--- src/rtl/mtk_pkg.sv ---
// shared types, constants and generator functions for the keystream cipher
package mtk_pkg;

  localparam int unsigned TW_N   = 624;
  localparam int unsigned TW_M   = 397;
  localparam int unsigned ADDR_W = $clog2(TW_N);
  localparam int unsigned WORD_W = 32;

  localparam logic [WORD_W-1:0] INIT_MUL = 32'd1812433253;
  localparam logic [WORD_W-1:0] MATRIX   = 32'h9908B0DF;
  localparam logic [WORD_W-1:0] UPPER    = 32'h80000000;
  localparam logic [WORD_W-1:0] LOWER    = 32'h7FFFFFFF;
  localparam logic [WORD_W-1:0] TEMPER_B = 32'h9D2C5680;
  localparam logic [WORD_W-1:0] TEMPER_C = 32'hEFC60000;

  localparam int unsigned QUEUE_DEPTH_DEF = 4;

  localparam logic REQ_SEED = 1'b0;

  typedef enum logic [1:0] {
    OP_SEED,
    OP_DRAW,
    OP_UNSEEDED
  } op_t;

  typedef struct packed {
    op_t        op;
    logic [7:0] data;
  } mtk_cmd_t;

  typedef enum logic [1:0] {
    BK_IDLE,
    BK_SEED,
    BK_CALC
  } bk_state_t;

  function automatic logic [ADDR_W-1:0] next_addr(input logic [ADDR_W-1:0] i);
    return (i == ADDR_W'(TW_N - 1)) ? '0 : i + 1'b1;
  endfunction

  function automatic logic [ADDR_W-1:0] far_addr(input logic [ADDR_W-1:0] i);
    return (i < ADDR_W'(TW_N - TW_M)) ? i + ADDR_W'(TW_M) : i - ADDR_W'(TW_N - TW_M);
  endfunction

  function automatic logic [WORD_W-1:0] seed_step(input logic [WORD_W-1:0] prev,
                                                  input logic [ADDR_W-1:0] k);
    logic [WORD_W-1:0] x;
    x = prev ^ (prev >> 30);
    return WORD_W'(INIT_MUL * x) + WORD_W'(k);
  endfunction

  function automatic logic [WORD_W-1:0] twist(input logic [WORD_W-1:0] cur,
                                              input logic [WORD_W-1:0] nxt,
                                              input logic [WORD_W-1:0] far);
    logic [WORD_W-1:0] y;
    logic [WORD_W-1:0] v;
    y = (cur & UPPER) | (nxt & LOWER);
    v = far ^ (y >> 1);
    if (y[0]) v = v ^ MATRIX;
    return v;
  endfunction

  function automatic logic [WORD_W-1:0] temper(input logic [WORD_W-1:0] w);
    logic [WORD_W-1:0] y;
    y = w ^ (w >> 11);
    y = y ^ ((y << 7) & TEMPER_B);
    y = y ^ ((y << 15) & TEMPER_C);
    y = y ^ (y >> 18);
    return y;
  endfunction

endpackage

--- src/rtl/mtk_if.sv ---
// valid/ready channel interfaces for requests and results

interface mtk_in_if;
  logic       valid;
  logic       ready;
  logic       req_type;
  logic [7:0] data_in;

  modport source (output valid, output req_type, output data_in, input ready);
  modport sink   (input valid, input req_type, input data_in, output ready);
endinterface


--- src/rtl/mtk_front.sv ---
// front end: takes requests, holds the seed register and tags each command
module mtk_front import mtk_pkg::*; (
  input  logic              clk,
  input  logic              rst_n,
  mtk_in_if.sink            in_ch,
  input  logic              cfg_wr_en,
  input  logic [WORD_W-1:0] cfg_wr_data,
  output logic [WORD_W-1:0] seed,
  output mtk_cmd_t          cmd,
  output logic              cmd_valid,
  input  logic              cmd_ready
);

  logic [WORD_W-1:0] seed_r, seed_nxt;
  logic              seeded_r, seeded_nxt;
  logic              accept;

  assign in_ch.ready = cmd_ready;
  assign cmd_valid   = in_ch.valid;
  assign accept      = in_ch.valid && cmd_ready;
  assign seed        = seed_r;

  always_comb begin
    cmd.data = in_ch.data_in;
    if (in_ch.req_type == REQ_SEED) cmd.op = OP_SEED;
    else if (seeded_r)              cmd.op = OP_DRAW;
    else                            cmd.op = OP_UNSEEDED;

    // seeded state follows transaction order, so the back end never needs it
    seeded_nxt = seeded_r || (accept && (in_ch.req_type == REQ_SEED));
    seed_nxt   = cfg_wr_en ? cfg_wr_data : seed_r;
  end

  always_ff @(posedge clk) begin
    if (!rst_n) begin
      seed_r   <= '0;
      seeded_r <= 1'b0;
    end else begin
      seed_r   <= seed_nxt;
      seeded_r <= seeded_nxt;
    end
  end

endmodule

--- src/flat_wrapper.sv ---
// flat-port wrapper written by rule: the top's interface ports become plain ports
module mtk_front_flat import mtk_pkg::*;
  (clk, rst_n, cfg_wr_en, cfg_wr_data, seed, cmd, cmd_valid, cmd_ready, in_ch_valid, in_ch_req_type, in_ch_data_in, in_ch_ready);
  mtk_in_if in_ch_i ();
  input  logic clk;
  input  logic rst_n;
  input  logic cfg_wr_en;
  input  logic [WORD_W-1:0] cfg_wr_data;
  output logic [WORD_W-1:0] seed;
  output mtk_cmd_t cmd;
  output logic cmd_valid;
  input  logic cmd_ready;
  input wire logic [$bits(in_ch_i.valid)-1:0] in_ch_valid;
  input wire logic [$bits(in_ch_i.req_type)-1:0] in_ch_req_type;
  input wire logic [$bits(in_ch_i.data_in)-1:0] in_ch_data_in;
  output wire logic [$bits(in_ch_i.ready)-1:0] in_ch_ready;
  assign in_ch_i.valid = in_ch_valid;
  assign in_ch_i.req_type = in_ch_req_type;
  assign in_ch_i.data_in = in_ch_data_in;
  assign in_ch_ready = in_ch_i.ready;
  mtk_front u_core (.clk(clk), .rst_n(rst_n), .in_ch(in_ch_i), .cfg_wr_en(cfg_wr_en), .cfg_wr_data(cfg_wr_data), .seed(seed), .cmd(cmd), .cmd_valid(cmd_valid), .cmd_ready(cmd_ready));
endmodule
--- config.mk ---
export PLATFORM = sky130hd
export DESIGN_NAME = mtk_front_flat
export DESIGN_NICKNAME = d
export VERILOG_FILES = /design/src/rtl/mtk_pkg.sv /design/src/rtl/mtk_if.sv /design/src/rtl/mtk_front.sv /design/src/flat_wrapper.sv
export SDC_FILE = /design/constraint.sdc
export NUM_CORES = 1
export LEC_CHECK = 0
export BUFFER_PORTS_ARGS = -buffer_cell sky130_fd_sc_hd__buf_2
export CAP_MARGIN = 25
export CORE_MARGIN = 1.5
export CORE_UTILIZATION = 44
export DETAILED_ROUTE_END_ITERATION = 7
export PLACE_DENSITY = 0.79
export SETUP_SLACK_MARGIN = 0.15
export SYNTH_ARGS = -nofsm -noshare
export SYNTH_HDL_FRONTEND = slang
export SYNTH_SLANG_ARGS = --single-unit
--- constraint.sdc ---
create_clock -name clk -period 1.4 [get_ports clk]
set_input_delay 0.28 -clock clk [delete_from_list [all_inputs] [get_ports clk]]
set_output_delay 0.28 -clock clk [all_outputs]
set_load 0.05 [all_outputs]
Yosys cells after proc, flatten, opt, wreduce, memory -nomap -nowiden. Index checks and enable logic that the tools add are counted.

Register bits after elaboration: 33. Bits of input ports: 46. Word-level logic and storage cells: 8.

Muxes and demuxes: 2. Bitwise operators: 1. Reductions and logical operators: 3.

Operators with widths (count): $mux W2 (2); $logic_and A1 B1 Y1 (2); $logic_or A1 B1 Y1 (1); $not A1 Y1 (1).

Logic depth before layout (Yosys ltp). Gate-level depths: netlist of run 1.

Depth in word-level cells: 3. Depth in mapped cells: 4. Mapped depth without buffers: 2.

Worst setup path before layout of run 1. OpenSTA, ideal clock, no wires.

Kind: register to output. From: register u_core.seeded_r. To: output cmd[9] (netlist bit). Arrival time: 0.994 ns. Setup slack: 0.126 ns. Stages on the path, launching flop included: 2. Cell sequence: dfxtp_1 -> nor2b_1.

RTL lines: start, declared (RTL line mtk_front.sv:15) `logic seeded_r, seeded_nxt;`; start signal, assigned (RTL line mtk_front.sv:40) `seeded_r <= seeded_nxt;`; end, declared (RTL line flat_wrapper.sv:10) `output mtk_cmd_t cmd;`.

==> results of run 1 <==
-- worst max-delay path, delay by kind of cell (launching register included) --
| family | cells | cell delay [ns] |
|---|---|---|
| DFF | 1 | 0.36 |
| and+or+nand+nor | 1 | 0.15 |
| buffers and inverters | 1 | 0.13 |
-- flip-flops by register name (all words and copies together) (netlist names) --
signal	cells
u_core.seed	32
u_core.seeded_r	1
-- area by class of cell --
class	instances	area (sq um)	area share
clock buffer	7	55.1	0.0310
multi-input combinational	69	554	0.312
sequential	33	662	0.373
tap	33	41.3	0.0232
timing repair buffer	74	464	0.261
-- placed cells by master (no fill, tap or decap), types with 2 or more instances in the layout --
cell and n:
buf_4 3, dfxtp_1 32, buf_2 46, clkbuf_4 27
nand2_1 2, mux2i_1 32, nor2b_1 32
-- per-stage QoR --
stage	cells	worst slack, ns	total power [W]
4_1_cts	216	0.148	0.00202
6_report	216	0.162	0.00202
3_5_place_dp	209	0.348	0.00151
5_1_grt	216	0.0850	0.00213
2_1_floorplan	119	0.359	0.00146
3_3_place_gp	209	0.389	0.00150
-- path summary, 6_finish.rpt --
path	startpoint	end	slack (ns)
worst max-delay path	u_core.seeded_r	cmd[8]	0.16
worst min-delay path	cmd_ready	u_core.seeded_r	0.22
worst max register to register	u_core.seed[4]	u_core.seed[4]	0.77
worst min register to register	u_core.seeded_r	u_core.seeded_r	0.47
-- per-layer routing --
metal / vias up / track usage
met1: 455 / 0.151
met5: - / 0
met3: 5 / 0.0791
li1: 506 / -
met4: 0 / 0.0714
met2: 48 / 0.262
-- kinds of logic (layout without fill, tap and decap cells) --
family	count (synthesis)	after routing	share of synthesized area
buffers and inverters	17	81	0.115
DFF	33	33	0.483
muxes	32	32	0.234
and+or+nand+nor	37	37	0.167
-- power breakdown --
group          switching [W]  total [W]  internal, W  leakage [nW]
Clock               0.000270   0.000507     0.000237        0.0314
Sequential         0.0000282    0.00102     0.000995         0.273
Combinational       0.000312   0.000488     0.000177         0.593
-- what timing repair did --
| action | in CTS | in global routing |
|---|---|---|
| endpoints found under the setup margin | 2 | 27 |
| pin swaps | 1 | 0 |
| resized for setup | 6 | 29 |
==> flow_metrics.env, run 1 <==
export IMPL_dp_hpwl_um=1780
export IMPL_path_clk_slew_ns=0.09
export IMPL_hold_path_class="input port to flip-flop"
export IMPL_finalMaxSlewViolations=0
export IMPL_drtAntennaViolNets=0
export IMPL_slew_headroom=0.721
export IMPL_yosys_warnings=0
export IMPL_cts_sinks=33
export IMPL_yosys_area_top_type_share=0.483
export IMPL_synth_cell_types=10
export IMPL_max_stage_delay_ns=0.36
export IMPL_wire_per_inst_um=11.3
export IMPL_p_leak_nw=0.898
export IMPL_worstPathRequired_ns=1.12
export IMPL_num_rows=20
export IMPL_tritoncts="done"
export IMPL_synth_edff_count=0
export IMPL_route_met3_wl_um=207
export IMPL_reg2reg_depth=2
export IMPL_tns_ns=0
export IMPL_syn_inst=119
export IMPL_fp_dieH_um=58.8
export IMPL_ys_flop_type="dfxtp_1"
export IMPL_drt_total_wl_um=2440
export IMPL_tightest_slew_ns=0.419
export IMPL_grt_pass1_wl_um=3850
export IMPL_startpoint_type="flip-flop"
export IMPL_crit_chain="and2_4, buf_8"
export IMPL_core_sq_um=3000
export IMPL_end_kind="output port"
export IMPL_grt_antenna_before_repair=0
export IMPL_dieArea_sq_um=3450
export IMPL_yosys_area_top_type="dfxtp_1"
export IMPL_place_area_sq_um=1640
export IMPL_wl_met1_um=966
export IMPL_ys_seq_elements=33
export IMPL_grt_setup_unrepaired="true"
export IMPL_grt_total_usage=0.152
export IMPL_syn_num_nets=165
export IMPL_grt_pass1_vias=952
export IMPL_postSynthAreaPerCell_sq_um=11.5
export IMPL_diodes=0
export IMPL_holdWs_ns=0.223
export IMPL_first_pass_iters=2
export IMPL_gr_total_overflow=0
export IMPL_whs_path_depth=3
export IMPL_finalInstanceArea_sq_um=1780
export IMPL_fin_nets=229
export IMPL_drt_vias_per_instance=4.69
export IMPL_clk_path_buf_depth=2
export IMPL_grt_max_degree=35
export IMPL_finalSetupViolations=0
export IMPL_final_util=0.592
export IMPL_drt_iter0_markers=15
export IMPL_final_period_utilization=0.884
export IMPL_initial_core_util=0.455
export IMPL_fmax_mhz=808
export IMPL_insertion_delay_ns=0.31
export IMPL_critPathKind="flip-flop to output port"
export IMPL_dr_max_layer_used="met4"
export IMPL_cts_buffers=5
export IMPL_ir_worst_vdd_v=0.000730
export IMPL_ios=90
export IMPL_cts_hold_buf=0
export IMPL_met2WireLength_um=1230
export IMPL_numPortBuffers=73
export IMPL_run_status="finished clean"
export IMPL_cp_slowest_cell="dfxtp_2"
export IMPL_final_hold_violation_count=0
export IMPL_fill_cells=270
export IMPL_post_cts_buffers=0
export IMPL_synthTopCellsByCount="dfxtp_1, nor2b_1, mux2i_1, buf_4"
export IMPL_routabilityCongestion=0.714
export IMPL_final_setup_skew_ns=0
export IMPL_synth_yosys_seq_area_share=0.483
export IMPL_arrival_ns=0.96
export IMPL_maxCapViolations=0
export IMPL_critPathMaxFanout=3
export IMPL_fin_crit_ns=1.24
export IMPL_drive_gt1_frac=0.454
export IMPL_root_buffer="clkbuf_4"
export IMPL_cts_max_level=2
export IMPL_async_flop_share=0
export IMPL_power_density_nw_per_um2=1140
export IMPL_drc_errors=0
export IMPL_dieWidth_um=58.8
export IMPL_synthTopCellsByArea="dfxtp_1, mux2i_1, nor2b_1"
export IMPL_areaGrowthSynthToFinish_pct=29.9
export IMPL_vias=1014
export IMPL_netlist_area_sq_um=1370
No activity file was read; power rests on OpenSTA's default activity.
==> run 2, diff against run 1 <==
CORE_UTILIZATION = 41   (was 44)
PLACE_DENSITY = 0.74   (was 0.79)
SETUP_SLACK_MARGIN = 0.3   (was 0.15)
clock period = 1.3 ns   (was 1.4 ns; I/O delays follow)
==> flow_metrics.env, run 2 (same netlist as run 1, synthesis figures left out) <==
export IMPL_fmax_mhz=812
export IMPL_first_pass_iters=2
export IMPL_drc_errors=0
export IMPL_final_hold_violation_count=0
export IMPL_cts_max_level=2
export IMPL_clk_path_buf_depth=2
export IMPL_fin_crit_ns=1.23
export IMPL_fin_ws_ns=0.0689
export IMPL_vias=1044
export IMPL_drt_total_wl_um=2930
export IMPL_crit_chain="and2_4, buf_8"
export IMPL_p_leak_nw=0.983
export IMPL_largest_register_ffs=32
export IMPL_dp_hpwl_um=1930
export IMPL_end_kind="output port"
export IMPL_run_status="finished clean"
export IMPL_power_density_nw_per_um2=1090
export IMPL_stdcell_count=227
export IMPL_tns_ns=0
export IMPL_maxCapViolations=0
export IMPL_tightest_slew_ns=0.431
export IMPL_core_sq_um=3100
export IMPL_root_buffer="clkbuf_4"
export IMPL_wire_per_inst_um=12.9
export IMPL_path_buf_inv=1
export IMPL_cts_sinks=33
export IMPL_grt_antenna_before_repair=0
export IMPL_final_common_cell="buf_2"
export IMPL_dieWidth_um=60.8
export IMPL_cts_buffers=5
export IMPL_areaGrowthSynthToFinish_pct=51.5
export IMPL_hold_path_class="input port to flip-flop"
export IMPL_finalSetupViolations=0
export IMPL_max_stage_delay_ns=0.36
export IMPL_finalMaxSlewViolations=0
export IMPL_grt_pass1_vias=1054
export IMPL_critical_path_top_delay_family="flip-flops"
export IMPL_routabilityCongestion=0.629
export IMPL_grt_setup_unrepaired="true"
export IMPL_final_setup_skew_ns=0
export IMPL_grt_max_degree=35
export IMPL_dp_cells=220
export IMPL_fin_nets=230
export IMPL_diodes=0
export IMPL_arrival_ns=0.97
export IMPL_gr_total_overflow=0
export IMPL_drt_vias_per_instance=4.60
export IMPL_ios=90
export IMPL_place_ws_ns=0.265
export IMPL_critPathKind="flip-flop to output port"
export IMPL_dieArea_sq_um=3690
export IMPL_critPathMaxFanout=3
export IMPL_slew_headroom=0.712
export IMPL_insertion_delay_ns=0.32
export IMPL_numPortBuffers=73
export IMPL_num_rows=20
export IMPL_cp_slowest_cell="dfxtp_2"
export IMPL_grt_pass1_wl_um=4400
export IMPL_grt_total_usage=0.165
export IMPL_ir_worst_vdd_v=0.000646
export IMPL_final_period_utilization=0.947
export IMPL_worstPathRequired_ns=1.04
export IMPL_drt_iter0_markers=19
export IMPL_final_cell_mix="buf_2, dfxtp_2, mux2i_1, nor2b_1, buf_8"
export IMPL_tritoncts="done"
export IMPL_drtAntennaViolNets=0
export IMPL_r2r_start="u_core.seed[6]"
export IMPL_startpoint="u_core.seeded_r"
export IMPL_hp_start="cfg_wr_data[7]"
export IMPL_path_clk_slew_ns=0.09
export IMPL_drive_gt1_frac=0.634
export IMPL_fp_dieH_um=60.8
export IMPL_startpoint_type="flip-flop"
export IMPL_initial_core_util=0.441
## run 2: cell count changes in the layout (fill, tap and decap cells not counted), sizes merged
| cell | change |
|---|---|
| clkbuf | -24 |
| buf | +23 |
| clkinv | +1 |
## run 2: routing by layer
layer / up-vias / track usage / wire [um]
met5: - / 0 / 0
met4: 0 / 0.0683 / 47
met3: 6 / 0.0704 / 269
met2: 60 / 0.310 / 1550
met1: 475 / 0.156 / 1060
li1: 503 / - / -
## run 2: worst min-delay path: stages
cell and delay, ns:
buf_2 0.08, mux2i_1 0.06, nor2b_1 0.09
## run 2: final cells by class
class | instances | area (sq um)
clock buffers | 5 | 37.5
clock inverters | 1 | 5.00
fillers | 246 | 1030
multi-input cells | 69 | 554
flip-flops and latches | 33 | 702
well taps | 44 | 55.1
repair buffers | 75 | 718
## run 2: repair_timing
item	in CTS	in global routing
hold buffers	0	0
endpoints found under the setup margin	34	34
pin swaps	1	0
resized for setup	113	19
setup buffers	1	0
## run 2: final timing paths
path	end	slack (ns)	cells after the start
hold reg to reg	u_core.seeded_r	0.49	2
hold / removal	u_core.seed[7]	0.19	3
setup reg to reg	u_core.seed[6]	0.56	3
setup / recovery	cmd[8]	0.07	2
## run 2: where the power goes
part	total (W)	leakage, nW	switching, W	internal (W)
Combinational	0.000622	0.672	0.000343	0.000280
Sequential	0.00114	0.284	0.0000526	0.00108
Clock	0.000498	0.0269	0.000310	0.000187
Total	0.00226	0.983	0.000706	0.00155
## run 2: stage by stage
| step | power (W) | hold WS (ns) | instance area [sq um] | util |
|---|---|---|---|---|
| 2_1_floorplan | 0.00157 | 0.388 | 1370 | - |
| 3_3_place_gp | 0.00161 | 0.451 | 1650 | 0.533 |
| 3_5_place_dp | 0.00163 | 0.481 | 1650 | 0.533 |
| 4_1_cts | 0.00224 | 0.181 | 2000 | 0.645 |
| 5_1_grt | 0.00236 | 0.189 | 2070 | 0.668 |
| 6_report | 0.00226 | 0.193 | 2070 | 0.668 |
==> run 3, diff against run 2 <==
SETUP_SLACK_MARGIN = 0.02   (was 0.3)
==> flow_metrics.env, run 3 (same netlist as run 1, synthesis figures left out) <==
export IMPL_met2WireLength_um=1180
export IMPL_reg2reg_depth=2
export IMPL_initial_core_util=0.441
export IMPL_fp_dieH_um=60.8
export IMPL_cts_max_level=2
export IMPL_final_setup_skew_ns=0
export IMPL_tns_ns=0
export IMPL_diodes=0
export IMPL_final_util=0.553
export IMPL_grt_pass1_vias=919
export IMPL_post_cts_buffers=0
export IMPL_maxCapViolations=0
export IMPL_num_rows=20
export IMPL_finalInstanceArea_sq_um=1720
export IMPL_startpoint="u_core.seeded_r"
export IMPL_critPathKind="flip-flop to output port"
export IMPL_dieArea_sq_um=3690
export IMPL_drtAntennaViolNets=0
export IMPL_drt_iter0_markers=15
export IMPL_grt_max_degree=35
export IMPL_final_period_utilization=0.941
export IMPL_startpoint_type="flip-flop"
export IMPL_vias=1005
export IMPL_drc_errors=0
export IMPL_grt_total_usage=0.138
export IMPL_core_sq_um=3100
export IMPL_p_leak_nw=0.898
export IMPL_drt_vias_per_instance=4.43
export IMPL_numPortBuffers=73
export IMPL_route_met3_wl_um=242
export IMPL_cts_sinks=33
export IMPL_max_stage_delay_ns=0.34
export IMPL_dieWidth_um=60.8
export IMPL_ios=90
export IMPL_stdcell_count=227
export IMPL_critPathMaxFanout=3
export IMPL_hold_path_class="input port to flip-flop"
export IMPL_cts_buffers=5
export IMPL_final_cell_mix="buf_2, nor2b_1, mux2i_1, dfxtp_1, clkbuf_4"
export IMPL_run_status="finished clean"
export IMPL_fill_cells=302
export IMPL_insertion_delay_ns=0.30
export IMPL_routabilityCongestion=0.650
export IMPL_fin_nets=229
export IMPL_r2r_end="u_core.seed[28]"
export IMPL_dp_cells=220
export IMPL_r2r_start="u_core.seed[28]"
export IMPL_root_buffer="clkbuf_4"
export IMPL_ir_worst_vdd_v=0.000616
export IMPL_grt_pass1_wl_um=3710
export IMPL_tritoncts="done"
export IMPL_power_density_nw_per_um2=1250
export IMPL_arrival_ns=0.96
export IMPL_tightest_slew_ns=0.434
export IMPL_crit_path_end="cmd[9]"
export IMPL_grt_setup_unrepaired="true"
export IMPL_drt_total_wl_um=2480
export IMPL_grt_antenna_before_repair=0
export IMPL_final_common_cell="buf_2"
export IMPL_crit_chain="nor2b_1, buf_4"
export IMPL_end_kind="output port"
export IMPL_dp_hpwl_um=1890
export IMPL_areaGrowthSynthToFinish_pct=25.4
export IMPL_slew_headroom=0.711
export IMPL_clk_path_buf_depth=2
export IMPL_wire_per_inst_um=10.9
export IMPL_fmax_mhz=818
export IMPL_worstPathRequired_ns=1.04
export IMPL_first_pass_iters=3
export IMPL_final_hold_violation_count=0
export IMPL_place_area_sq_um=1650
export IMPL_fin_crit_ns=1.22
export IMPL_r2r_slack_ns=0.66
export IMPL_largest_register_ffs=32
export IMPL_finalMaxSlewViolations=0
export IMPL_wl_met1_um=1030
export IMPL_path_clk_slew_ns=0.09
export IMPL_drive_gt1_frac=0.443
export IMPL_cp_slowest_cell="dfxtp_2"
export IMPL_gr_total_overflow=0
export IMPL_dr_max_layer_used="met4"
export IMPL_finalSetupViolations=0
run 3: changes by cell type in the layout (fill, tap and decap cells not counted), sizes merged:
cell | previous run | this run
clkbuf | 5 | 7
clkinv | 1 | 0
buf | 75 | 74
run 3: cell type report:
| cell class | instances | area [sq um] | area share |
|---|---|---|---|
| Sequential cell | 33 | 662 | 0.386 |
| Multi-Input combinational cell | 69 | 549 | 0.320 |
| Timing Repair Buffer | 74 | 394 | 0.230 |
| Clock buffer | 7 | 55.1 | 0.0321 |
| Tap cell | 44 | 55.1 | 0.0321 |
run 3: stage by stage:
step / power [W] / setup WS [ns] / hold slack (ns)
after floorplan: 0.00157 / 0.0465 / 0.388
after CTS: 0.00218 / 0.0368 / 0.187
after detailed placement: 0.00163 / 0.243 / 0.455
after global routing: 0.00226 / 0.0186 / 0.189
after global placement: 0.00161 / 0.317 / 0.443
final: 0.00214 / 0.0768 / 0.204
run 3: critical path, delay by kind of cell, from the launching register on:
family	cells	cell delay, ns
buffers and inverters	1	0.21
DFF	1	0.34
and+or+nand+nor	1	0.11
run 3: worst min path at each step:
| stage | startpoint | end | slack, ns | depth (start not counted) |
|---|---|---|---|---|
| after global placement | u_core.seeded_r | u_core.seeded_r | 0.44 | 2 |
| after floorplan | rst_n | u_core.seed[25] | 0.39 | 1 |
| after detailed placement | u_core.seeded_r | u_core.seeded_r | 0.45 | 2 |
| after global routing | cfg_wr_data[29] | u_core.seed[29] | 0.19 | 3 |
| after CTS | cfg_wr_data[20] | u_core.seed[20] | 0.19 | 3 |
| final | cfg_wr_data[20] | u_core.seed[20] | 0.20 | 3 |
run 3: timing repair:
action                     CTS  global route
setup endpoints to repair    2             2
hold buffers                 0             0
pin swaps                    0             0
resized for setup            2             2
run 3: power breakdown:
group	switching [W]	internal [W]	total, W	leakage (nW)
registers	0.0000290	0.00107	0.00110	0.273
clock network	0.000289	0.000255	0.000544	0.0314
logic	0.000335	0.000165	0.000500	0.594
total	0.000653	0.00149	0.00214	0.898
run 3: layer usage:
layer,track usage,vias to the layer above
met4,0.0714,0
met5,0,-
met1,0.145,439
li1,-,506
met3,0.0469,7
met2,0.241,53
