### src/rtl/mtk_pkg.sv
// shared types, constants and generator functions for the keystream cipher
package mtk_pkg;

  localparam int unsigned TW_N   = 624;
  localparam int unsigned TW_M   = 397;
  localparam int unsigned ADDR_W = $clog2(TW_N);
  localparam int unsigned WORD_W = 32;

  localparam logic [WORD_W-1:0] INIT_MUL = 32'd1812433253;
  localparam logic [WORD_W-1:0] MATRIX   = 32'h9908B0DF;
  localparam logic [WORD_W-1:0] UPPER    = 32'h80000000;
  localparam logic [WORD_W-1:0] LOWER    = 32'h7FFFFFFF;
  localparam logic [WORD_W-1:0] TEMPER_B = 32'h9D2C5680;
  localparam logic [WORD_W-1:0] TEMPER_C = 32'hEFC60000;

  localparam int unsigned QUEUE_DEPTH_DEF = 4;

  localparam logic REQ_SEED = 1'b0;

  typedef enum logic [1:0] {
    OP_SEED,
    OP_DRAW,
    OP_UNSEEDED
  } op_t;

  typedef struct packed {
    op_t        op;
    logic [7:0] data;
  } mtk_cmd_t;

  typedef enum logic [1:0] {
    BK_IDLE,
    BK_SEED,
    BK_CALC
  } bk_state_t;

  function automatic logic [ADDR_W-1:0] next_addr(input logic [ADDR_W-1:0] i);
    return (i == ADDR_W'(TW_N - 1)) ? '0 : i + 1'b1;
  endfunction

  function automatic logic [ADDR_W-1:0] far_addr(input logic [ADDR_W-1:0] i);
    return (i < ADDR_W'(TW_N - TW_M)) ? i + ADDR_W'(TW_M) : i - ADDR_W'(TW_N - TW_M);
  endfunction

  function automatic logic [WORD_W-1:0] seed_step(input logic [WORD_W-1:0] prev,
                                                  input logic [ADDR_W-1:0] k);
    logic [WORD_W-1:0] x;
    x = prev ^ (prev >> 30);
    return WORD_W'(INIT_MUL * x) + WORD_W'(k);
  endfunction

  function automatic logic [WORD_W-1:0] twist(input logic [WORD_W-1:0] cur,
                                              input logic [WORD_W-1:0] nxt,
                                              input logic [WORD_W-1:0] far);
    logic [WORD_W-1:0] y;
    logic [WORD_W-1:0] v;
    y = (cur & UPPER) | (nxt & LOWER);
    v = far ^ (y >> 1);
    if (y[0]) v = v ^ MATRIX;
    return v;
  endfunction

  function automatic logic [WORD_W-1:0] temper(input logic [WORD_W-1:0] w);
    logic [WORD_W-1:0] y;
    y = w ^ (w >> 11);
    y = y ^ ((y << 7) & TEMPER_B);
    y = y ^ ((y << 15) & TEMPER_C);
    y = y ^ (y >> 18);
    return y;
  endfunction

endpackage

### src/rtl/mtk_queue.sv
// small command queue between the front and back ends
module mtk_queue import mtk_pkg::*; #(
  parameter  int unsigned DEPTH = QUEUE_DEPTH_DEF,
  localparam int unsigned PW    = (DEPTH > 1) ? $clog2(DEPTH) : 1,
  localparam int unsigned CW    = $clog2(DEPTH + 1)
) (
  input  logic     clk,
  input  logic     rst_n,
  input  logic     push_valid,
  output logic     push_ready,
  input  mtk_cmd_t push_data,
  output logic     pop_valid,
  input  logic     pop_ready,
  output mtk_cmd_t pop_data
);

  mtk_cmd_t      mem_r [DEPTH];
  logic [PW-1:0] wr_ptr_r, wr_ptr_nxt;
  logic [PW-1:0] rd_ptr_r, rd_ptr_nxt;
  logic [CW-1:0] count_r, count_nxt;
  logic          do_push, do_pop;

  assign push_ready = (count_r != CW'(DEPTH));
  assign pop_valid  = (count_r != '0);
  assign pop_data   = mem_r[rd_ptr_r];
  assign do_push    = push_valid && push_ready;
  assign do_pop     = pop_valid && pop_ready;

  always_comb begin
    wr_ptr_nxt = wr_ptr_r;
    rd_ptr_nxt = rd_ptr_r;
    count_nxt  = count_r;
    if (do_push) wr_ptr_nxt = (wr_ptr_r == PW'(DEPTH - 1)) ? '0 : wr_ptr_r + 1'b1;
    if (do_pop)  rd_ptr_nxt = (rd_ptr_r == PW'(DEPTH - 1)) ? '0 : rd_ptr_r + 1'b1;
    case ({do_push, do_pop})
      2'b10:   count_nxt = count_r + 1'b1;
      2'b01:   count_nxt = count_r - 1'b1;
      default: count_nxt = count_r;
    endcase
  end

  always_ff @(posedge clk) begin
    if (!rst_n) begin
      wr_ptr_r <= '0;
      rd_ptr_r <= '0;
      count_r  <= '0;
    end else begin
      wr_ptr_r <= wr_ptr_nxt;
      rd_ptr_r <= rd_ptr_nxt;
      count_r  <= count_nxt;
    end
  end

  always_ff @(posedge clk) begin
    if (do_push) mem_r[wr_ptr_r] <= push_data;
  end

endmodule

### config.mk
export PLATFORM = sky130hd
export DESIGN_NAME = mtk_queue
export DESIGN_NICKNAME = d
export VERILOG_FILES = /design/src/rtl/mtk_pkg.sv /design/src/rtl/mtk_queue.sv
export SDC_FILE = /design/constraint.sdc
export NUM_CORES = 1
export LEC_CHECK = 0
export BUFFER_PORTS_ARGS = -buffer_cell sky130_fd_sc_hd__buf_2
export CORE_UTILIZATION = 55
export DETAILED_ROUTE_END_ITERATION = 12
export GPL_TIMING_DRIVEN = 0
export PLACE_DENSITY = 0.84
export SYNTH_ARGS = -nofsm -noshare
export SYNTH_HDL_FRONTEND = slang
export SYNTH_SLANG_ARGS = --single-unit
### constraint.sdc
create_clock -name clk -period 3.3 [get_ports clk]
set_input_delay 0.66 -clock clk [delete_from_list [all_inputs] [get_ports clk]]
set_output_delay 0.66 -clock clk [all_outputs]
set_load 0.005 [all_outputs]
* Word level (Yosys, flattened, before mapping) *
Memories as Yosys holds them, arrays and structs flattened. A register that Yosys moved wholly into a read port is not among the register bits.
Cells that the tools add are included.

word-level totals
  flip-flop bits (word level) = 7
  RAM bits = 40
  input bits = 14
  output and inout bits = 12
  word-level logic and storage cells = 24
  memories kept = 1

memory list
  memory  depth  width  read ports  clocked after memory_dff  write ports  RTL line         text
  mem_r   4      10     1           1                         1            mtk_queue.sv:17  mtk_cmd_t mem_r [DEPTH];

cells by class
  $add $sub $neg = 4
  equality and inequality tests = 5
  mux-type cells = 7
  reductions and logical operators = 4

operator list
  operator                                           count
  2-to-1 mux 2 bit                                   4
  == test 2 bit (second input constant)              3
  one-hot mux 3 bit (2 select lines)                 1
  adder 2 x 1 -> 2 bit (second input constant)       2
  adder 3 x 1 -> 3 bit (second input constant)       1
  inequality test 3 bit (second input constant)      1
  nonzero test 3 bit                                 1
  subtractor 3 x 1 -> 3 bit (second input constant)  1
  == test 2 x 1 -> 1 bit (second input constant)     1
  logical AND 1 bit                                  2
  2-to-1 mux 1 bit                                   2
  nonzero test 2 bit                                 1

* Longest topological paths before layout *
Gate-level depths: netlist (run 1).

  word-level depth = 4
  mapped depth = 10
  gate-level depth less buffers = 9

* Least setup slack after synthesis (run 1) *
Ideal clock, no wire load.

  kind = register to register
  start point = register count_r[2]
  end point = register count_r[2]
  setup time = 0.070 ns
  data arrival time = 2.275 ns
  path slack = 0.955 ns
  stages on the path, launching flop included = 11
  cells stage by stage = dfxtp_1 or3b_1 buf_6 and2_4 inv_1 ha_1 inv_1 fa_1 xor2_1 or3_2 a21boi_1

on the way
  word-level cells in the longest chain between the ends = 4
  elaborated cells on any way between the ends = 10

ends and longest elaborated chain
  what                                                                      RTL line         text
  start, declared                                                           mtk_queue.sv:20  logic [CW-1:0] count_r, count_nxt;
  start signal, assigned                                                    mtk_queue.sv:50  count_r <= count_nxt;
  inequality test 3 bit *                                                   mtk_queue.sv:23  assign push_ready = (count_r != CW'(DEPTH));
  via push_ready                                                            mtk_queue.sv:10  output logic push_ready,
  logical AND 1 bit *                                                       mtk_queue.sv:26  assign do_push = push_valid && push_ready;
  == test 2 x 1 -> 1 bit or == test 2 bit (tied branches)                   mtk_queue.sv:35  case ({do_push, do_pop})
  one-hot mux 3 bit (2 select lines) or nonzero test 2 bit (tied branches)  --

Mark *: on every way through the listed nets, which the timed path passes. The rest lies on a longest branch.
A chain may end at the register's enable or synchronous reset.

* Final worst setup path (run 1) *
  start point = register count_r[2]
  end point = register count_r[2]

on the way
  word-level cells in the longest chain between the ends = 4
  elaborated cells on any way between the ends = 10

ends and longest elaborated chain
  what                                                                      RTL line
  inequality test 3 bit or nonzero test 3 bit (tied branches)               mtk_queue.sv:23, mtk_queue.sv:24
  logical AND 1 bit, on equally long branches                               mtk_queue.sv:26, mtk_queue.sv:27
  == test 2 x 1 -> 1 bit or == test 2 bit (tied branches)                   mtk_queue.sv:35
  one-hot mux 3 bit (2 select lines) or nonzero test 2 bit (tied branches)  --

Several ways; a longest one is shown, not always the timed one.

==> results of run 1 <==
-- area by class of cell --
| cell class | instances | area share |
|---|---|---|
| tap | 46 | 0.0262 |
| multi-input combinational | 48 | 0.231 |
| inverter | 7 | 0.0119 |
| clock inverter | 3 | 0.0188 |
| timing repair buffer | 25 | 0.0569 |
| clock buffer | 5 | 0.0171 |
| buffer | 4 | 0.0108 |
| sequential | 49 | 0.628 |
-- cells in the mapped netlist (all sizes together) --
master	n	share of area
a21boi	1	0.0039
and2	3	0.011
and3	4	0.015
buf	3	0.010
clkbuf	1	0.0019
dfxtp	9	0.093
edfxtp	40	0.62
fa	1	0.010
ha	6	0.039
inv	7	0.014
mux2i	1	0.0052
mux4	10	0.12
nand2	6	0.012
nand3	2	0.0052
nand4	1	0.0032
nor2	2	0.0039
o21ai	5	0.013
o31ai	1	0.0039
or3	2	0.0077
or3b	1	0.0045
xnor2	1	0.0045
xor2	1	0.0045
-- power groups by stage --
stage | clock [mW] | sequential (mW) | combinational, mW
after floorplan | 0 | 0.793 | 0.283
after global placement | 0 | 0.798 | 0.390
after detailed placement | 0 | 0.805 | 0.413
after CTS | 0.340 | 0.791 | 0.414
after global routing | 0.362 | 0.799 | 0.458
final | 0.334 | 0.790 | 0.403
-- worst max path at each step --
stage	cells past startpoint	end	slack [ns]
after CTS	10	count_r[2]	0.74
after global routing	10	count_r[2]	0.65
after global placement	10	count_r[2]	0.88
after floorplan	10	count_r[2]	0.96
after detailed placement	10	count_r[2]	0.78
final	10	count_r[2]	0.76
-- flip-flops by register name (all words and copies together), names as in the netlist, named ones only --
name	cells
count_r	3
mem_r	40
rd_ptr_r	2
wr_ptr_r	2
-- routing by layer --
| metal | part of all wire | track usage | vias to the layer above |
|---|---|---|---|
| li1 | - | - | 477 |
| met1 | 0.40 | 0.193 | 479 |
| met2 | 0.54 | 0.328 | 24 |
| met3 | 0.045 | 0.0609 | 5 |
| met4 | 0.014 | 0.0667 | 0 |
| met5 | 0 | 0 | - |
-- per-stage QoR --
stage	power, mW	std cells	worst slack, ns
2_1_floorplan	1.08	108	0.955
3_3_place_gp	1.19	179	0.881
3_5_place_dp	1.22	179	0.777
4_1_cts	1.54	187	0.741
5_1_grt	1.62	187	0.645
6_report	1.53	187	0.758
-- cell families (layout without fill, tap and decap cells) --
family                     count (synthesis)  count (layout)  share of synthesized area
AOI/OAI and AO/OA                          7               7                     0.0206
DFF                                       49              49                      0.712
muxes                                     11              11                      0.121
xor gates and xnor gates                   2               2                    0.00903
adders and majority gates                  7               7                     0.0490
and+or+nand+nor                           21              21                     0.0619
buffers and inverters                     11              44                     0.0258
==> flow_metrics.tcl, run 1 <==
set metrics [dict create \
    maxCapViolCount 0 \
    cts_hold_buffers 0 \
    cts.sinks 49 \
    grt_pass1_vias 976 \
    crit_top_cell "inv_1" \
    timing.rr.start "count_r[2]" \
    die_x_um 61.4 \
    vias 985 \
    synthCells 108 \
    cts_setup_buffers 0 \
    critical_path_arrival_ns 2.83 \
    seq_power_share 0.517 \
    period_minus_slack_ns 2.54 \
    crit_family "simple AND/OR/NAND/NOR gates" \
    min_path_type "in2reg" \
    hold_path_end "mem_r[3][2]" \
    crit_type "reg2reg" \
    postRouteAntennaNets 0 \
    drcViolationCount 0 \
    synth.avg_cell_area_um2 18.0 \
    synth_seq_cells 49 \
    cts_tree "done" \
    syn_area_mm2 0.00194 \
    dr.first_iter.drc_count 35 \
    initial_core_util 0.577 \
    final_common_cell "edfxtp_1" \
    final_core_util 0.654 \
    root_buffer "clkbuf_4" \
    setup_violations 0 \
    reg2reg_slack_ns 0.76 \
    ys_seq_area_frac 0.712 \
    powerDensity_mw_per_mm2 694 \
    finClkSkew_ns 0.00512 \
    wl_per_cell_um 15.8 \
    final_area_mm2 0.00220 \
    cts-resized-gates 0 \
    hold_start "push_data[2]" \
    nets 161 \
    rr_worst_depth 10 \
    p_int_mw 1.12 \
    fmax_mhz 393 \
    seq_area_mm2 0.00138 \
    max_stage_delay_ns 0.41 \
    synthDistinctLibCells 27 \
    crit_path_max_fanout 7 \
    fill_cells 266 \
    grt_pass1_wl_um 4430 \
    crit_path_start "count_r[2]" \
    p_clk_frac 0.219 \
    core_area_mm2 0.00336 \
    worstMarginPinSlew_ns 0.606 \
    post-route-period-util 0.770 \
    antenna-diode-count 0 \
    p_leak_nw 0.795 \
    slew_viol_final 0 \
    ios 26 \
    required_ns 3.59 \
    ys_warn_count 0 \
    cp_slowest_cell "or3_2" \
    crit_chain "or3b_1 -> buf_6 -> and2_4 -> inv_1 -> ha_1 -> inv_1 -> fa_1 -> xor2_1 -> or3_2 -> a21boi_1" \
    area_delta_synth_final_pct 13.5 \
    comb_power_share 0.264 \
    die_area_mm2 0.00377 \
    numCtsBuffers 5 \
    setup_tns_ns 0 \
    ir_worst_vdd_v 0.000447 \
    insertion_delay_ns 0.35 \
    holdWs_ns 0.514 \
    swShare 0.266 \
    mostFrequentLayoutCells "edfxtp_1 (40), buf_2 (26), mux4_2 (10)" \
    power.switching_uw 406 \
    grt_use_total 0.179 \
    multiInputGateArea_um2 508 \
    grt_max_degree 16 \
    dpl.hpwl_um 2140 \
    worstReg2RegEnd "count_r[2]" \
    path_buf_inv 3 \
    final_layout_size_suffix_gt1_frac 0.355 \
    gp_congestion 0.676 \
    drt_pass1_iterations 4 \
    routed_wl_um 2950 \
    min_path_cells 1 \
    rows 21 \
    path_clk_slew_ns 0.13 \
    rsz0062_at_grt "false" \
    grt.overflow.total 0 \
    hold_viol 0 \
    vias_per_cell 5.27 \
    start_kind "flip-flop" \
    htree_levels 2 \
    syn_nets 129 \
    postPlaceCellArea_mm2 0.00212 \
    portBuffers 25 \
    end_kind "flip-flop" \
    max-slew-margin-rel 0.596 \
    clock_path_buffers 2 \
    antenna_found_initial 0 \
    status "completed" \
    die_y_um 61.4 \
]
Note: power is estimated with default switching activity, not from simulation.
==> run 2, diff against run 1 <==
--- a/config.mk
+++ b/config.mk
@@ -5,11 +5,12 @@
 export SDC_FILE = /design/constraint.sdc
 export NUM_CORES = 1
 export LEC_CHECK = 0
+export ABC_AREA = 1
 export BUFFER_PORTS_ARGS = -buffer_cell sky130_fd_sc_hd__buf_2
-export CORE_UTILIZATION = 55
+export CORE_UTILIZATION = 50
 export DETAILED_ROUTE_END_ITERATION = 12
 export GPL_TIMING_DRIVEN = 0
-export PLACE_DENSITY = 0.84
+export PLACE_DENSITY = 0.8
 export SYNTH_ARGS = -nofsm -noshare
 export SYNTH_HDL_FRONTEND = slang
 export SYNTH_SLANG_ARGS = --single-unit
==> constraint.sdc (replaced) <==
create_clock -name clk -period 2.2 [get_ports clk]
set_input_delay 0.44 -clock clk [delete_from_list [all_inputs] [get_ports clk]]
set_output_delay 0.44 -clock clk [all_outputs]
set_load 0.005 [all_outputs]
==> flow_metrics.tcl, run 2 <==
set metrics [dict create \
    status "completed" \
    core_area_mm2 0.00374 \
    maxCapViolCount 0 \
    routed_wl_um 3400 \
    grt_use_total 0.185 \
    synth_most_common_cell "edfxtp_1" \
    insertion_delay_ns 0.30 \
    rsz0062_at_grt "false" \
    powerDensity_mw_per_mm2 1090 \
    cts_tree "done" \
    synth_area_leaders "edfxtp_1 (60%), dfxtp_1 (9.1%), nor2_1 (5.7%)" \
    required_ns 1.76 \
    min_path_cells 1 \
    syn_nets 187 \
    worstReg2RegEnd "count_r[2]" \
    crit_path_max_fanout 10 \
    synth.top_cells.by_count "edfxtp_1 (40), nor2_1 (30), o21ai_0 (19)" \
    die_area_mm2 0.00423 \
    cts.sinks 49 \
    timing.rr.start "count_r[1]" \
    drt_pass1_iterations 4 \
    gp_congestion 0.757 \
    top_register "mem_r" \
    drcViolationCount 0 \
    synthDominantCellAreaShare 0.604 \
    fmax_mhz 562 \
    period_minus_slack_ns 1.78 \
    rows 22 \
    worstMarginPinSlew_ns 0.962 \
    setup_violations 0 \
    p_leak_nw 0.886 \
    grt_pass1_vias 1272 \
    path_clk_slew_ns 0.09 \
    dr.first_iter.drc_count 62 \
    grt_pass1_wl_um 5580 \
    cts_hold_buffers 0 \
    die_x_um 65.1 \
    final_common_cell "edfxtp_1" \
    synthDistinctLibCells 19 \
    synthCells 166 \
    rr_worst_depth 12 \
    postRouteAntennaNets 0 \
    cts-resized-gates 0 \
    min_path_type "in2reg" \
    synth_top_cell_by_area "edfxtp_1" \
    end_kind "output port" \
    setup_tns_ns 0 \
    critical_path_arrival_ns 1.34 \
    nets 219 \
    synthFlopType "edfxtp_1" \
    grt.overflow.total 0 \
    vias_per_cell 5.09 \
    antenna_found_initial 0 \
    reg2reg_slack_ns 0.42 \
    cts_setup_buffers 0 \
    syn_area_mm2 0.00199 \
    vias 1256 \
    clock_path_buffers 2 \
    max-slew-margin-rel 0.357 \
    fill_cells 298 \
    ys_warn_count 0 \
    area_delta_synth_final_pct 13.6 \
    ios 26 \
    multiInputGateArea_um2 519 \
    seq_area_mm2 0.00138 \
    synth_seq_cells 49 \
    total_power_mw 2.47 \
    post-route-period-util 0.809 \
    ys_seq_area_frac 0.694 \
    slew_viol_final 0 \
    numCtsBuffers 5 \
    grt_max_degree 16 \
    largest_register_ffs 40 \
    hold_viol 0 \
    hold_start "push_data[2]" \
    wl_per_cell_um 13.8 \
    finClkSkew_ns 0.00698 \
    ir_worst_vdd_v 0.000510 \
    crit_type "reg2out" \
    synth_edf_count 40 \
    antenna-diode-count 0 \
    synth.avg_cell_area_um2 12.0 \
    initial_core_util 0.531 \
    die_y_um 65.1 \
    mostFrequentLayoutCells "edfxtp_1 (40), buf_2 (30), nor2_1 (30)" \
    reg.largest.list "mem_r (40), count_r (3)" \
    final_layout_size_suffix_gt1_frac 0.241 \
    root_buffer "clkbuf_8" \
    dpl.hpwl_um 2210 \
    start_kind "flip-flop" \
    hold_path_end "mem_r[0][2]" \
    portBuffers 25 \
    async_reset_ff_frac 0 \
    htree_levels 2 \
]
[run 2: cell count changes after synthesis, sizes merged, moves of 2 or more]
cell and change:
a21oi +4, and2 -3, and3 -4, buf +2, inv +10, mux4 -10
nand2 +9, nor2 +31, o21ai +17, o22ai +10, or3 -2
[run 2: area by class of cell]
class / count / area share
repair buffers: 25 / 0.0553
well taps: 48 / 0.0266
flip-flops and latches: 49 / 0.611
clock buffers: 5 / 0.0304
inverters: 17 / 0.0282
clock inverters: 3 / 0.00775
plain buffers: 5 / 0.0111
multi-input cells: 95 / 0.230
[run 2: power by group]
group | switching (mW) | total, mW | internal, mW
sequential | 0.0541 | 1.19 | 1.13
combinational | 0.480 | 0.779 | 0.298
clock | 0.289 | 0.509 | 0.220
total | 0.823 | 2.47 | 1.65
[run 2: cell families (layout without fill, tap and decap cells)]
logic type | count (synthesis) | in the layout | share of synthesized area
flops | 49 | 49 | 0.694
buf+inv | 22 | 55 | 0.0447
compound gates | 36 | 36 | 0.0969
fa+ha+maj | 7 | 7 | 0.0478
simple gates | 52 | 52 | 0.116
[run 2: per-stage QoR]
stage                     instance area (um2)  instances  hold slack [ns]  worst slack (ns)   util
after CTS                                2260        247            0.344             0.363  0.604
after global placement                   2170        239            0.522             0.393  0.581
after floorplan                          1990        166            0.483             0.575      -
after detailed placement                 2170        239            0.523             0.342  0.581
after global routing                     2260        247            0.346             0.262  0.604
final                                    2260        247            0.351             0.421  0.604
[run 2: worst max path at each step]
| stage | from | to | slack [ns] | cells after the start |
|---|---|---|---|---|
| floorplan | count_r[1] | count_r[2] | 0.57 | 12 |
| global placement | push_valid | mem_r[3][5] | 0.39 | 3 |
| detailed placement | push_valid | mem_r[0][5] | 0.34 | 3 |
| CTS | count_r[1] | mem_r[0][0] | 0.36 | 4 |
| global route | count_r[1] | count_r[2] | 0.26 | 12 |
| finish | flip-flop | pop_data[9] | 0.42 | 4 |
[run 2: routing by layer]
| layer | global-route usage | wire (um) |
|---|---|---|
| met5 | 0 | 0 |
| met4 | 0.0978 | 68 |
| met3 | 0.0475 | 108 |
| met2 | 0.303 | 1650 |
| met1 | 0.223 | 1580 |
[run 2: worst max-delay path, cell delays in order (launching register included)]
cell and delay (ns):
dfxtp_1 0.36, buf_2 0.23, o21ai_0 0.13, o22ai_1 0.18, buf_2 0.14
==> run 3, diff against run 2 <==
--- a/config.mk
+++ b/config.mk
@@ -7,10 +7,10 @@
 export LEC_CHECK = 0
 export ABC_AREA = 1
 export BUFFER_PORTS_ARGS = -buffer_cell sky130_fd_sc_hd__buf_2
-export CORE_UTILIZATION = 50
+export CORE_UTILIZATION = 55
 export DETAILED_ROUTE_END_ITERATION = 12
 export GPL_TIMING_DRIVEN = 0
-export PLACE_DENSITY = 0.8
+export PLACE_DENSITY = 0.84
 export SYNTH_ARGS = -nofsm -noshare
 export SYNTH_HDL_FRONTEND = slang
 export SYNTH_SLANG_ARGS = --single-unit
==> constraint.sdc (replaced) <==
create_clock -name clk -period 1.8 [get_ports clk]
set_input_delay 0.36 -clock clk [delete_from_list [all_inputs] [get_ports clk]]
set_output_delay 0.36 -clock clk [all_outputs]
set_load 0.005 [all_outputs]
==> flow_metrics.tcl, run 3 (synthesized netlist as in run 2, its figures left out) <==
set metrics [dict create \
    crit_chain "nor2_4 -> nand2_2 -> nand2_2 -> inv_1 -> ha_2 -> inv_1 -> fa_1 -> inv_1 -> nand2_1 -> nand3_1 -> nand2_1 -> inv_1 -> nor2_1" \
    crit_path_max_fanout 4 \
    numCtsBuffers 5 \
    grt_max_degree 17 \
    mostFrequentLayoutCells "edfxtp_1 (40), nor2_1 (28), buf_2 (25)" \
    ios 26 \
    antenna_found_initial 0 \
    cts.sinks 49 \
    core_area_mm2 0.00339 \
    area_delta_synth_final_pct 15.3 \
    wl_per_cell_um 15.5 \
    start_kind "flip-flop" \
    crit_top_cell "inv_1" \
    required_ns 2.07 \
    crit_type "reg2reg" \
    hold_start "push_data[5]" \
    final_common_cell "edfxtp_1" \
    p_leak_nw 0.890 \
    postPlaceCellArea_mm2 0.00217 \
    insertion_delay_ns 0.36 \
    cts_tree "done" \
    period_minus_slack_ns 1.81 \
    timing.rr.start "count_r[0]" \
    vias 1366 \
    fin_cells 246 \
    status "finished with violations" \
    portBuffers 25 \
    initial_core_util 0.587 \
    dr.first_iter.drc_count 85 \
    holdWs_ns 0.200 \
    min_path_type "in2reg" \
    nets 220 \
    setup_violations 3 \
    routed_wl_um 3820 \
    die_y_um 62.1 \
    reg.largest.list "mem_r (40), count_r (3)" \
    final_layout_size_suffix_gt1_frac 0.290 \
    rows 21 \
    rsz0062_at_grt "true" \
    drcViolationCount 0 \
    fill_cells 253 \
    crit_path_start "count_r[0]" \
    postRouteAntennaNets 0 \
    dpl_worst_slack_ns -0.00839 \
    clock_path_buffers 2 \
    violations "setup timing" \
    gp_congestion 0.719 \
    end_kind "flip-flop" \
    max-slew-margin-rel 0.338 \
    fin_ws_ns -0.0119 \
    antenna-diode-count 0 \
    critical_path_arrival_ns 2.08 \
    path_clk_slew_ns 0.14 \
    maxCapViolCount 0 \
    die_area_mm2 0.00386 \
    grt_use_total 0.204 \
    die_x_um 62.1 \
    grt.overflow.total 0 \
    post-route-period-util 1.01 \
    hold_viol 0 \
    final_area_mm2 0.00229 \
    setup_tns_ns -0.0241 \
    vias_per_cell 5.55 \
    drt_pass1_iterations 4 \
    slew_viol_final 0 \
    top_register "mem_r" \
    dpl.hpwl_um 2350 \
    powerDensity_mw_per_mm2 1370 \
    worstMarginPinSlew_ns 0.989 \
    grt_pass1_vias 1324 \
    fmax_mhz 552 \
    htree_levels 2 \
    dp_cells 237 \
    root_buffer "clkbuf_4" \
    finClkSkew_ns 0.0147 \
    ir_worst_vdd_v 0.000905 \
    grt_pass1_wl_um 5780 \
    cp_slowest_cell "dfxtp_1" \
    max_stage_delay_ns 0.43 \
    largest_register_ffs 40 \
]
## run 3: cell count changes in the layout (fill, tap and decap cells not counted), sizes merged
cell	delta
clkinv	-2
bufinv	+1
buf	-1
clkinvlp	+1
clkbuf	+2
## run 3: path summary, 6_finish.rpt
path / cells after the start / slack, ns / end
max reg2reg: 13 / -0.01 / count_r[2]
min: 1 / 0.20 / mem_r[3][5]
max: 13 / -0.01 / count_r[2]
min reg2reg: 2 / 0.54 / flip-flop
## run 3: per-stage QoR
stage / total power, mW / util
final: 3.14 / 0.677
after global routing: 3.31 / 0.677
after CTS: 3.07 / 0.666
after detailed placement: 2.45 / 0.641
after global placement: 2.38 / 0.641
after floorplan: 2.08 / -
## run 3: worst max-delay path: cells and delay by family (launching register included)
kind,cells,cell delay (ns)
flip-flops,1,0.43
AND/OR/NAND/NOR,7,0.47
buffers and inverters,4,0.26
adder cells (fa/ha/maj),2,0.56
## run 3: area by class of cell
type	count	area, um2	area share
multi-input combinational	95	532	0.232
clock inverter	3	46.3	0.0202
inverter	17	63.8	0.0278
clock buffer	5	37.5	0.0164
tap	46	57.6	0.0251
sequential	49	1390	0.604
timing repair buffer	26	133	0.0578
buffer	5	37.5	0.0164
## run 3: repair_timing
action | 4_1_cts | 5_1_grt
pin swaps | 1 | 3
hold buffers | 0 | 0
gates resized for setup | 1 | 16
hold endpoints to repair | 0 | 0
buffers inserted | 0 | 1
endpoints found under the setup margin | 22 | 37
## run 3: where the power goes
| group | leakage (nW) | internal (mW) | switching (mW) | total (mW) |
|---|---|---|---|---|
| clock | 0.0414 | 0.294 | 0.339 | 0.633 |
| sequential | 0.443 | 1.39 | 0.0854 | 1.48 |
| combinational | 0.406 | 0.401 | 0.626 | 1.03 |
| total | 0.890 | 2.09 | 1.05 | 3.14 |
## run 3: layer usage
metal	global-route usage	part of all wire	routed length (um)
met1	0.219	0.40	1510
met2	0.363	0.53	2010
met3	0.0533	0.057	219
met4	0.113	0.021	80
met5	0	0	0
